--- config.mk ---
export PLATFORM = sky130hd
export DESIGN_NAME = keyboard_report_key_tracker
export DESIGN_NICKNAME = d
export VERILOG_FILES = /design/src/rtl/kbt_pkg.sv /design/src/rtl/kbt_ctrl.sv /design/src/rtl/kbt_datapath.sv /design/src/rtl/keyboard_report_key_tracker.sv
export SDC_FILE = /design/constraint.sdc
export NUM_CORES = 1
export LEC_CHECK = 0
export CAP_MARGIN = 20
export CORE_MARGIN = 3
export CORE_UTILIZATION = 68
export CTS_BUF_LIST = sky130_fd_sc_hd__clkbuf_16
export DETAILED_ROUTE_END_ITERATION = 8
export DONT_BUFFER_PORTS = 1
export GPL_TIMING_DRIVEN = 0
export PLACE_DENSITY = 0.88
export SLEW_MARGIN = 25
export SYNTH_ARGS = -nofsm -noshare
export SYNTH_HDL_FRONTEND = slang
export SYNTH_HIERARCHICAL = 1
export SYNTH_SLANG_ARGS = --single-unit
--- constraint.sdc ---
create_clock -name clk -period 6.3 [get_ports clk]
set_input_delay 0.63 -clock clk [delete_from_list [all_inputs] [get_ports clk]]
set_output_delay 0.63 -clock clk [all_outputs]
set_load 0.05 [all_outputs]
--- src/rtl/kbt_pkg.sv ---
`timescale 1ns / 1ps

package kbt_pkg;

  localparam int REPORT_SLOTS = 6;
  localparam int CNT_W        = 3;

  localparam logic [7:0] NO_KEY     = 8'hFF;
  localparam logic [4:0] MOD_PREFIX = 5'b11100;  // 0xE0..0xE7

  typedef struct packed {
    logic       command;
    logic [7:0] usage_code;
    logic       released;
    logic       send_report;
  } kbt_in_t;

  typedef struct packed {
    logic [7:0]       modifier_byte;
    logic [7:0]       slot_zero;
    logic [7:0]       slot_one;
    logic [7:0]       slot_two;
    logic [7:0]       slot_three;
    logic [7:0]       slot_four;
    logic [7:0]       slot_five;
    logic [CNT_W-1:0] keys_held;
    logic             any_held;
  } kbt_out_t;

  // controller -> datapath
  typedef struct packed {
    logic capture;
    logic search;
    logic update;
    logic emit;
  } kbt_cmd_t;

  // datapath -> controller
  typedef struct packed {
    logic out_hold;
  } kbt_sts_t;

endpackage

--- src/rtl/kbt_ctrl.sv ---
`timescale 1ns / 1ps

module kbt_ctrl (
  input  logic              clk,
  input  logic              rst,
  input  logic              in_valid,
  output logic              in_stall,
  input  kbt_pkg::kbt_sts_t sts,
  output kbt_pkg::kbt_cmd_t cmd
);
  import kbt_pkg::*;

  typedef enum logic [1:0] {
    S_IDLE,
    S_SEARCH,
    S_UPDATE,
    S_EMIT
  } state_t;

  state_t state;
  state_t state_next;
  logic   accept;

  assign accept = in_valid && !in_stall;

  always_comb begin
    state_next = state;
    case (state)
      S_IDLE:   if (accept) state_next = S_SEARCH;
      S_SEARCH: state_next = S_UPDATE;
      S_UPDATE: state_next = S_EMIT;
      S_EMIT:   if (!sts.out_hold) state_next = S_IDLE;
      default:  state_next = S_IDLE;
    endcase
  end

  always_ff @(posedge clk) begin
    if (rst) begin
      state    <= S_IDLE;
      in_stall <= 1'b0;
    end else begin
      state    <= state_next;
      in_stall <= (state_next != S_IDLE);
    end
  end

  always_comb begin
    cmd.capture = (state == S_IDLE) && accept;
    cmd.search  = (state == S_SEARCH);
    cmd.update  = (state == S_UPDATE);
    // emit only once the output register can take the report
    cmd.emit    = (state == S_EMIT) && !sts.out_hold;
  end

endmodule

--- src/rtl/kbt_datapath.sv ---
`timescale 1ns / 1ps

module kbt_datapath #(
  parameter int KEY_SLOTS = 6
) (
  input  logic              clk,
  input  logic              rst,
  input  kbt_pkg::kbt_in_t  in_data,
  input  kbt_pkg::kbt_cmd_t cmd,
  output kbt_pkg::kbt_sts_t sts,
  input  logic              cfg_valid,
  output logic              cfg_ready,
  input  logic              cfg_data,
  output logic              out_valid,
  input  logic              out_stall,
  output kbt_pkg::kbt_out_t out_data
);
  import kbt_pkg::*;

  kbt_in_t          item;
  logic [7:0]       slots      [KEY_SLOTS];
  logic [7:0]       slots_next [KEY_SLOTS];
  logic [7:0]       slot_pad   [REPORT_SLOTS+1];
  logic [CNT_W-1:0] count;
  logic [CNT_W-1:0] count_next;
  logic [7:0]       mods;
  logic [7:0]       mods_next;
  logic             report_enable;

  // search results, registered between SEARCH and UPDATE
  logic                 dup;
  logic [KEY_SLOTS-1:0] shift_mask;
  logic                 dup_c;
  logic [KEY_SLOTS-1:0] shift_mask_c;

  logic is_mod;

  assign cfg_ready    = 1'b1;
  assign sts.out_hold = out_valid && out_stall;
  assign is_mod       = (item.usage_code[7:3] == MOD_PREFIX);

  always_ff @(posedge clk) begin
    if (rst) begin
      report_enable <= 1'b0;
    end else if (cfg_valid && cfg_ready) begin
      report_enable <= cfg_data;
    end
  end

  always_ff @(posedge clk) begin
    if (cmd.capture) begin
      item <= in_data;
    end
  end

  // zero-padded view: covers shift-in from above and unused report slots
  always_comb begin
    for (int i = 0; i <= REPORT_SLOTS; i++) begin
      slot_pad[i] = '0;
    end
    for (int i = 0; i < KEY_SLOTS; i++) begin
      slot_pad[i] = slots[i];
    end
  end

  // press checks every slot; release only the occupied ones, first hit
  always_comb begin
    logic seen;
    seen  = 1'b0;
    dup_c = 1'b0;
    for (int i = 0; i < KEY_SLOTS; i++) begin
      dup_c           = dup_c | (slots[i] == item.usage_code);
      seen            = seen | ((slots[i] == item.usage_code) && (CNT_W'(i) < count));
      shift_mask_c[i] = seen;
    end
  end

  always_ff @(posedge clk) begin
    if (cmd.search) begin
      dup        <= dup_c;
      shift_mask <= shift_mask_c;
    end
  end

  always_comb begin
    slots_next = slots;
    count_next = count;
    mods_next  = mods;
    if (item.command) begin
      for (int i = 0; i < KEY_SLOTS; i++) begin
        slots_next[i] = '0;
      end
      count_next = '0;
    end else if (item.usage_code != NO_KEY) begin
      if (is_mod) begin
        mods_next[item.usage_code[2:0]] = !item.released;
      end else if (item.released) begin
        if (shift_mask[KEY_SLOTS-1]) begin
          // slots past count are always zero, so the top fills with zero
          for (int i = 0; i < KEY_SLOTS; i++) begin
            if (shift_mask[i]) slots_next[i] = slot_pad[i+1];
          end
          count_next = count - CNT_W'(1);
        end
      end else if (!dup && (count < CNT_W'(KEY_SLOTS))) begin
        for (int i = 0; i < KEY_SLOTS; i++) begin
          if (CNT_W'(i) == count) slots_next[i] = item.usage_code;
        end
        count_next = count + CNT_W'(1);
      end
    end
  end

  always_ff @(posedge clk) begin
    if (rst) begin
      for (int i = 0; i < KEY_SLOTS; i++) begin
        slots[i] <= '0;
      end
      count <= '0;
      mods  <= '0;
    end else if (cmd.update) begin
      slots <= slots_next;
      count <= count_next;
      mods  <= mods_next;
    end
  end

  always_ff @(posedge clk) begin
    if (rst) begin
      out_valid <= 1'b0;
    end else if (cmd.emit && item.send_report && report_enable) begin
      out_valid <= 1'b1;
    end else if (!out_stall) begin
      out_valid <= 1'b0;
    end
  end

  always_ff @(posedge clk) begin
    if (cmd.emit && item.send_report && report_enable) begin
      out_data.modifier_byte <= mods;
      out_data.slot_zero     <= slot_pad[0];
      out_data.slot_one      <= slot_pad[1];
      out_data.slot_two      <= slot_pad[2];
      out_data.slot_three    <= slot_pad[3];
      out_data.slot_four     <= slot_pad[4];
      out_data.slot_five     <= slot_pad[5];
      out_data.keys_held     <= count;
      out_data.any_held      <= (count != '0) || (mods != '0);
    end
  end

endmodule

--- src/rtl/keyboard_report_key_tracker.sv ---
`timescale 1ns / 1ps
// After the edge that accepts the input request, the SEARCH, UPDATE and EMIT
//   states do the slot search, list update and report load in turn.
// One item at a time: a new request is not taken until EMIT is done,
//   so it also waits while a finished report is stalled.
// Reset (rst, synchronous, active high) empties the slots, clears modifiers,
//   disables reports and drops any pending report.
module keyboard_report_key_tracker #(
  parameter int KEY_SLOTS = 6
) (
  input  logic             clk,
  input  logic             rst,
  input  logic             in_valid,
  output logic             in_stall,
  input  kbt_pkg::kbt_in_t in_data,
  output logic             out_valid,
  input  logic             out_stall,
  output kbt_pkg::kbt_out_t out_data,
  input  logic             cfg_valid,
  output logic             cfg_ready,
  input  logic             cfg_data
);
  import kbt_pkg::*;

  kbt_cmd_t cmd;
  kbt_sts_t sts;

  kbt_ctrl u_ctrl (
    .clk      (clk),
    .rst      (rst),
    .in_valid (in_valid),
    .in_stall (in_stall),
    .sts      (sts),
    .cmd      (cmd)
  );

  kbt_datapath #(
    .KEY_SLOTS (KEY_SLOTS)
  ) u_datapath (
    .clk       (clk),
    .rst       (rst),
    .in_data   (in_data),
    .cmd       (cmd),
    .sts       (sts),
    .cfg_valid (cfg_valid),
    .cfg_ready (cfg_ready),
    .cfg_data  (cfg_data),
    .out_valid (out_valid),
    .out_stall (out_stall),
    .out_data  (out_data)
  );

endmodule

==> results.yml, run 1 <==
critical_path:
  crit_arrival_ns: 2.15
  cp.required_ns: 6.41
  startpoint_type: "flip-flop"
  path_delay_family: "simple AND/OR/NAND/NOR gates"
  end_kind: "flip-flop"
  r2r-start: "u_datapath/out_valid$_SDFFE_PP0P_"
  crit_chain: "and2_1, and3b_1, and3_4, buf_12"
  cp_max_fo: 33
  crit_path_top_delay_cell: "and3_4"
  cp-startpoint: "u_datapath/out_valid$_SDFFE_PP0P_"
  critPathKind: "reg -> reg"
  slowest_delay_ns: 0.48
  path_buf_inv: 1
die:
  die_area_um2: 10400
  initial_utilization_pct: 71.0
  dieHeight_um: 102
  pin_count: 80
  core_um2: 8810
  rows: 34
  die_w_um: 102
drt:
  drc: 0
  wl_met2_um: 6570
  wl_per_cell_um: 22.1
  viasPerCell: 6.67
  drt-met1-wl_um: 5750
  vias: 4171
  wirelength_um: 13800
  drt_iter0_drc: 376
  drtPass1Iterations: 6
  wl_met3_um: 941
  top_layer: "met4"
  ant_nets: 0
timing:
  slew_violations: 0
  setup_ws_ns: 4.26
  rsz0062_at_grt: "no"
  finalCritPeriodShare_pct: 32.4
  clock.fmax_mhz: 489
  worst_slew_pin_slew_ns: 0.832
  setup_viol_count_final: 0
  min_period_ns: 2.04
  hold_viol_final: 0
  skew_ns: 0.00818
  fin_setup_tns_ns: 0
  slew-limit-headroom_pct: 44.1
final_layout:
  drive_gt1_share_pct: 22.6
  antennaDiodeCount: 0
  final_cell_area_um2: 7000
  fin_util_pct: 79.4
  layoutNonFillerInstCount: 625
  nFillCells: 500
  areaGrowthSynthToFinish_pct: 11.9
  nNetsFinal: 526
placement:
  dp_hpwl_um: 9000
  finalWeightedCongestion: 0.923
  post-place-cells: 593
  port_buffers: 0
  place_area_um2: 6420
  pre_cts_slack_ns: 4.18
global_route:
  overflow: 0
  grt_max_degree: 34
  antenna_found_initial: 0
  grt_usage_pct: 27.6
  grt_pass1_wl_um: 21400
  grt_pass1_vias: 3903
clocking:
  cts_tree: "done"
  h-tree-depth: 4
  ctsHoldBuffers: 0
  clk_latency_ns: 0.42
  clock_sinks: 142
  cts_made_buffers: 17
  cts_max_path_buffers: 2
  clockRootBuffer: "clkbuf_16"
  postCtsSetupBuffers: 0
  path_clk_slew_ns: 0.06
  cts_resized: 0
synth:
  synth_top_cell_area_share_pct: 37.5
  syn_avg_cell_area_um2: 12.9
  synth_area_leaders: "edfxtp_1 37%, dfxtp_1 20%, o2bb2ai_2 7.7%"
  ys_seq_area_share_pct: 58.0
  ys_warn_count: 6
  synth.distinct_cells: 64
  synth_area_um2: 6250
  ys_seq_elements: 142
  async_flop_share_pct: 0
  yosysTopAreaCell: "edfxtp_1"
  syn_nets: 506
  synth-edff-count: 78
  synthCells: 484
  synth_ff_type: "edfxtp_1"
power_and_ir_drop:
  net-switching-power_mw: 0.554
  leakage_nw: 2.30
  p_sw_share_pct: 25.6
  power-per-cell-area_nw_per_um2: 309
  p_clk_share_pct: 44.6
  peakVddDrop_mv: 0.199
  combPwrFrac_pct: 8.6
  seq_power_share_pct: 46.7
  p_int_mw: 1.61
flow_run:
  maxCapViolations: 0
worst_hold_path:
  hold_path_class: "in -> reg"
  hold_start: "rst"
status:
  status: "complete, no violations"
## worst register-to-register path: cells and delay by family (launching register included)
family                 cells  cell delay, ns
flip-flops                 1            0.47
buffers and inverters      1            0.25
AND/OR/NAND/NOR            3            0.99
## logic make-up (layout without fill, tap and decap cells)
logic type | count (synthesis) | after routing | share of synthesized area (%)
muxes | 14 | 14 | 2.46
DFF | 142 | 142 | 58.0
buffers and inverters | 35 | 68 | 3.46
adders and majority gates | 5 | 5 | 1.00
other | 1 | 1 | 0.0600
xor gates and xnor gates | 49 | 49 | 6.87
AOI/OAI and AO/OA | 112 | 112 | 16.2
and+or+nand+nor | 126 | 126 | 12.0
## metrics by stage
| stage | hold slack (ns) | power (mW) |
|---|---|---|
| 6_report | 0.282 | 2.16 |
| 5_1_grt | 0.277 | 2.23 |
| 4_1_cts | 0.279 | 2.17 |
| 3_5_place_dp | 0.456 | 1.21 |
| 3_3_place_gp | 0.442 | 1.20 |
| 2_1_floorplan | 0.431 | 1.17 |
## cell type report
class                   count  area (µm²)  area share [%]
flip-flops and latches    142        3620            51.8
multi-input cells         307        2420            34.6
clock buffers              17         425            6.08
plain buffers              30         198            2.83
clock inverters            15         154            2.20
well taps                 108         135            1.93
repair buffers              1        20.0           0.286
inverters                   5        18.8           0.268
## synthesized netlist by cell type (2+ instances only)
library cell   n
a21o_1         2
nor4_1         3
buf_4          5
nand4b_1       2
nor3b_2        2
nor3b_1        2
xnor2_1       48
nand2_1       30
nor2_1        23
nor2b_1        9
o2bb2ai_1      8
buf_2         11
buf_6          7
ha_1           5
mux2i_1       12
clkbuf_1       6
o2bb2ai_2     32
nand4_1       11
dfxtp_1       64
nand3_2        5
inv_1          5
nand2b_1       4
a22oi_1        3
nand2b_2       4
and2_1         2
o21ai_1        2
nand3_1        2
edfxtp_1      78
nor3_1         6
or2_2          2
and3_1         3
a21oi_1       46
nand3b_1       3
a211oi_1       7
## path summary, 6_finish.rpt
path	endpoint	slack (ns)	cells past startpoint
worst max-delay path	u_datapath/out_data[19]$_DFFE_PP_	4.26	4
worst min-delay path	u_ctrl/in_stall$_SDFF_PP0_	0.28	1
worst max register to register	u_datapath/out_data[19]$_DFFE_PP_	4.26	4
worst min register to register	u_datapath/out_data[52]$_DFFE_PP_	0.47	0
## cell usage in the layout (no fill, tap or decap), types with 2 or more instances in the layout
cell        netlist  final
edfxtp_1         78     78
dfxtp_1          64     64
xnor2_1          48     48
a21oi_1          46     46
o2bb2ai_2        32     32
nand2_1          30     30
nor2_1           23     23
clkbuf_16         0     17
mux2i_1          12     12
buf_2            11     11
nand4_1          11     11
nor2b_1           9      9
o2bb2ai_1         8      8
a211oi_1          7      7
buf_6             7      7
clkbuf_1          6      6
inv_1             5      5
nor3_1            6      5
buf_4             5      5
nand3_2           5      5
ha_1              5      5
inv_6             0      4
inv_8             0      4
clkinvlp_4        0      4
nand2b_1          4      4
nand2b_2          4      4
a22oi_1           3      3
nand3b_1          3      3
nor4_1            3      3
or2_2             2      2
a21o_1            2      2
and2_1            2      2
nand3_1           2      2
nand4b_1          2      2
and3_1            3      2
o21ai_1           2      2
nor3b_2           2      2
nor3b_1           2      2
## metal layers
metal | track usage, % | up-vias
met3 | 5.80 | 49
li1 | - | 1831
met2 | 42.7 | 239
met4 | 13.3 | 0
met1 | 37.6 | 2052
met5 | 0 | -
## power groups by stage
stage / registers (mW) / clock network, mW / logic, mW
after floorplan: 1.03 / 0 / 0.139
after detailed placement: 1.03 / 0 / 0.177
after global placement: 1.03 / 0 / 0.172
final: 1.01 / 0.966 / 0.186
after global routing: 1.01 / 1.01 / 0.199
after CTS: 1.01 / 0.972 / 0.183
## flip-flops by register name (all words and copies together), names as in the netlist
signal / count
u_datapath/report_enable: 1
u_datapath/shift_mask: 6
u_datapath/out_data: 60
u_ctrl/state: 2
u_ctrl/in_stall: 1
u_datapath/item: 11
u_datapath/slot_pad: 48
u_datapath/mods: 8
u_datapath/dup: 1
u_datapath/count: 3
u_datapath/out_valid: 1
Power figures use the tool's default switching activity.
==> run 2, diff against run 1 <==
CORE_UTILIZATION = 57   (was 68)
PLACE_DENSITY = 0.79   (was 0.88)
clock period = 1.77 ns   (was 6.3 ns; I/O delays follow)
==> run 2 against run 1 <==
The flow now finishes with violations (setup timing). Sequential power grew to 3.6 times the previous value. Global-route usage fell by 3.6 points. Clock skew up 0.0023 ns. Clock power rose to 3.4 times the previous value. Setup slack got worse by 4.3 ns. Die area increased by 18%. Utilization fell by 8.1 points. Sequential share of layout area fell by 3.3 points. Worst hold slack worse by 0.26 ns. Largest cell class unchanged. Highest routed layer unchanged.
==> results.yml, run 2 (synthesis gave the netlist of run 1 again) <==
status:
  status: "finished, violations left"
  violations: "setup timing"
die:
  dieHeight_um: 111
  pin_count: 80
  core_um2: 10500
  rows: 37
  initial_utilization_pct: 59.5
  die_area_um2: 12300
  die_w_um: 111
final_layout:
  antennaDiodeCount: 0
  final_cell_mix: "78 x edfxtp_1, 59 x dfxtp_1, 47 x xnor2_1"
  nFillCells: 684
  final_common_cell: "edfxtp_1"
  areaGrowthSynthToFinish_pct: 20.0
  regMostFlops: "u_datapath/out_data"
  final_cell_area_um2: 7500
  largest_register_ffs: 60
  multiInputGateArea_um2: 2620
  drive_gt1_share_pct: 27.8
  nNetsFinal: 550
  register_area_um2: 3640
drt:
  wirelength_um: 14400
  viasPerCell: 6.01
  drc: 0
  ant_nets: 0
  drt_iter0_drc: 389
  vias: 4066
  drtPass1Iterations: 5
  wl_per_cell_um: 21.2
power_and_ir_drop:
  finalPower_mw: 7.73
  leakage_nw: 2.52
  power-per-cell-area_nw_per_um2: 1030
  peakVddDrop_mv: 0.696
placement:
  port_buffers: 0
  finalWeightedCongestion: 0.891
  place_area_um2: 6430
  dp_hpwl_um: 9320
  pre_cts_slack_ns: -0.199
timing:
  finalCritPeriodShare_pct: 100
  clock.fmax_mhz: 563
  hold_viol_final: 0
  slew_violations: 0
  setup_ws_ns: -0.00469
  hold_ws_ns: 0.0213
  worst_slew_pin_slew_ns: 0.604
  setup_viol_count_final: 1
  rsz0062_at_grt: "yes"
  skew_ns: 0.0105
  fin_setup_tns_ns: -0.00469
  min_period_ns: 1.77
  slew-limit-headroom_pct: 59.7
critical_path:
  end_kind: "flip-flop"
  crit_arrival_ns: 2.12
  startpoint_type: "flip-flop"
  critPathKind: "reg -> reg"
  cp_max_fo: 10
  cp.required_ns: 2.11
global_route:
  grt_pass1_wl_um: 22600
  antenna_found_initial: 0
  grt_usage_pct: 24.0
  overflow: 0
  grt_pass1_vias: 4046
  grt_max_degree: 32
clocking:
  clock_sinks: 142
  cts_made_buffers: 17
  path_clk_slew_ns: 0.06
  cts_max_path_buffers: 2
  clk_latency_ns: 0.42
  cts_tree: "done"
  h-tree-depth: 4
  clockRootBuffer: "clkbuf_16"
flow_run:
  maxCapViolations: 0
worst_hold_path:
  hold_path_class: "in -> reg"
==> run 2: through the flow <==
step	util, %	std cells
detailed placement	61.2	620
global route	71.4	676
finish	71.4	676
global placement	61.2	620
floorplan	-	484
CTS	68.4	669
==> run 2: power breakdown <==
| part | leakage [nW] | switching (mW) | total [mW] | internal (mW) |
|---|---|---|---|---|
| logic | 1.07 | 0.472 | 0.787 | 0.315 |
| clock network | 0.272 | 1.30 | 3.33 | 2.04 |
| registers | 1.18 | 0.0837 | 3.61 | 3.52 |
| total | 2.52 | 1.85 | 7.73 | 5.88 |
==> run 2: timing repair <==
action / 4_1_cts / 5_1_grt
setup buffers: 2 / 7
cloned: 1 / 0
pin swaps: 2 / 6
hold buffers: 15 / 0
resized for setup: 14 / 52
setup endpoints to repair: 111 / 130
endpoints found under the hold margin: 15 / 0
==> run 2: final timing paths <==
path	startpoint	to	slack, ns	cells after the start
max	u_datapath/item[5]$_DFFE_PP_	u_datapath/slot_pad[27]$_SDFFE_PP0P_	-0.005	8
min	out_stall	u_datapath/out_valid$_SDFFE_PP0P_	0.02	2
min reg2reg	u_datapath/mods[6]$_SDFFE_PP0P_	u_datapath/out_data[58]$_DFFE_PP_	0.47	0
max reg2reg	u_datapath/item[5]$_DFFE_PP_	u_datapath/slot_pad[27]$_SDFFE_PP0P_	-0.005	8
==> run 2: cell type report <==
class / instances / area share (%)
clock buffers: 17 / 5.67
repair buffers: 24 / 3.29
multi-input cells: 308 / 35.0
clock inverters: 14 / 1.70
well taps: 136 / 2.27
flip-flops and latches: 142 / 48.5
inverters: 5 / 0.250
plain buffers: 30 / 3.37
==> run 2: worst max-delay path: stages (launching register included) <==
cell       delay [ns]
edfxtp_1         0.39
buf_6            0.19
mux2i_4          0.23
buf_4            0.17
a211oi_4         0.20
buf_6            0.16
nand2b_2         0.07
buf_6            0.15
o2bb2ai_2        0.15
==> run 2: layer usage <==
layer | vias up | GRT usage, % | routed length (µm)
li1 | 1883 | - | -
met1 | 1975 | 32.9 | 6310
met2 | 185 | 36.6 | 6790
met3 | 23 | 6.88 | 958
met4 | 0 | 8.70 | 299
met5 | - | 0 | 0
==> run 3, diff against run 2 <==
CORE_MARGIN = 2   (was 3)
CTS_CLUSTER_DIAMETER = 30   (was not set)
==> run 3 against run 2 <==
The run still ends with setup timing left. Critical path depth fell by 3. Register-to-register slack got worse by 0.06 ns. Power grew 3.2%. Cell count is 2.5% higher. Clock power increased by 6.0%. Utilization shrank 0.55 points. Setup slack got worse by 0.058 ns. First-iteration DRC count up 46%. Final area increased by 1.9%. Worst hold slack worse by 0.0023 ns. Count of clock-buffer cells in the layout stayed put. Global-route usage increased by 1.9 points. Highest routed layer unchanged.
==> results.yml, run 3 (synthesis gave the netlist of run 1 again) <==
global_route:
  grt_util_met2_pct: 40.6
  grt_util_met3_pct: 6.46
  grt.met1_usage_pct: 34.7
  grt_usage_pct: 25.9
  antenna_found_initial: 0
  grt_pass1_vias: 4079
  overflow: 0
  grt_max_degree: 32
  grt_pass1_wl_um: 22500
  busiest_layer: "met2"
power_and_ir_drop:
  p_clk_share_pct: 44.3
  leakage_nw: 2.58
  p_int_mw: 5.95
  combPwrFrac_pct: 10.5
  seq_power_share_pct: 45.3
  power-per-cell-area_nw_per_um2: 1040
  finalPower_mw: 7.98
  p_sw_share_pct: 25.4
  peakVddDrop_mv: 0.594
  net-switching-power_mw: 2.03
timing:
  setup_viol_count_final: 3
  worst_slew_pin_slew_ns: 0.691
  slew-limit-headroom_pct: 53.8
  min_period_ns: 1.83
  slew_violations: 0
  clock.fmax_mhz: 546
  setup_ws_ns: -0.0629
  hold_viol_final: 0
  fin_setup_tns_ns: -0.0933
  rsz0062_at_grt: "yes"
  hold_ws_ns: 0.0190
  skew_ns: 0.00868
  finalCritPeriodShare_pct: 104
placement:
  pre_cts_slack_ns: -0.213
  dp_hpwl_um: 9080
  finalWeightedCongestion: 0.924
  place_area_um2: 6440
  port_buffers: 0
flow_run:
  maxCapViolations: 0
final_layout:
  drive_gt1_share_pct: 30.0
  regMostFlops: "u_datapath/out_data"
  final_common_cell: "edfxtp_1"
  register_area_um2: 3640
  nNetsFinal: 562
  nFillCells: 687
  final_cell_mix: "78 x edfxtp_1, 58 x dfxtp_1, 46 x xnor2_1"
  areaGrowthSynthToFinish_pct: 22.3
  largest_register_ffs: 60
  antennaDiodeCount: 0
  final_cell_area_um2: 7640
  multiInputGateArea_um2: 2620
die:
  rows: 38
  die_w_um: 109
  initial_utilization_pct: 57.9
  die_area_um2: 11800
  pin_count: 80
  core_um2: 10800
  dieHeight_um: 109
critical_path:
  crit_arrival_ns: 2.18
  end_kind: "flip-flop"
  critPathKind: "reg -> reg"
  rrSetupSlack_ns: -0.06
  cp_max_fo: 11
  cp.required_ns: 2.12
  startpoint_type: "flip-flop"
drt:
  ant_nets: 0
  drc: 0
  drtPass1Iterations: 6
  viasPerCell: 6.24
  drt_iter0_drc: 569
  wirelength_um: 15500
  vias: 4322
  wl_per_cell_um: 22.4
clocking:
  cts_tree: "done"
  cts_made_buffers: 17
  cts_max_path_buffers: 2
  clockRootBuffer: "clkbuf_16"
  clk_latency_ns: 0.42
  clock_sinks: 142
  h-tree-depth: 4
  path_clk_slew_ns: 0.06
status:
  violations: "setup timing"
  status: "finished, violations left"
worst_hold_path:
  hold_path_class: "in -> reg"
-- run 3: changes by cell type in the layout (fill, tap and decap cells not counted), moves of 3 or more --
cell       before  now
buf_4          10   20
buf_6          12    9
buf_8           0    5
clkinv_4        1    4
o2bb2ai_1       5    8
o2bb2ai_2      35   29
o2bb2ai_4       0    3
-- run 3: worst paths after layout --
check / start / end / cells past startpoint
setup / recovery: u_datapath/count[1]$_SDFFE_PP0P_ / u_datapath/count[2]$_SDFFE_PP0P_ / 5
hold / removal: in_valid / u_ctrl/state[0]$_SDFF_PP0_ / 2
setup reg to reg: u_datapath/count[1]$_SDFFE_PP0P_ / u_datapath/count[2]$_SDFFE_PP0P_ / 5
hold reg to reg: u_datapath/mods[4]$_SDFFE_PP0P_ / u_datapath/out_data[56]$_DFFE_PP_ / 0
-- run 3: area by class of cell --
| cell class | instances | area share, % |
|---|---|---|
| clock buffers | 17 | 5.56 |
| flip-flops and latches | 142 | 47.6 |
| well taps | 140 | 2.29 |
| repair buffers | 36 | 4.29 |
| plain buffers | 30 | 3.58 |
| inverters | 5 | 0.245 |
| clock inverters | 15 | 2.11 |
| multi-input cells | 308 | 34.3 |
-- run 3: power by group through the flow --
stage          Sequential, mW  Combinational [mW]  Clock [mW]
3_3_place_gp             3.66               0.620           0
3_5_place_dp             3.67               0.635           0
5_1_grt                  3.61               0.882        3.70
2_1_floorplan            3.65               0.498           0
6_report                 3.61               0.834        3.53
4_1_cts                  3.60               0.713        3.54
-- run 3: stage by stage --
stage          std cells  utilization, %
2_1_floorplan        484               -
3_3_place_gp         624            59.7
3_5_place_dp         624            59.7
4_1_cts              676            67.9
5_1_grt              693            70.8
6_report             693            70.8
-- run 3: layer usage --
metal	wire (µm)	up-vias	share of wire, %
met2	7710	234	50
met5	0	-	0
li1	-	1903	-
met4	358	0	2.3
met3	1030	33	6.6
met1	6400	2152	41
-- run 3: timing repair --
action | CTS | global route
endpoints found under the setup margin | 111 | 133
pin swaps | 6 | 15
resized for setup | 22 | 52
hold buffers | 15 | 0
gates cloned | 1 | 0
hold endpoints to repair | 15 | 0
buffers inserted | 4 | 17
-- run 3: worst max-delay path, cell delays in order, from the launching register on --
cell and delay [ns]:
dfxtp_4 0.39, a21oi_1 0.37, o31ai_4 0.14, a2111oi_2 0.45, and3_1 0.28, a311o_1 0.14
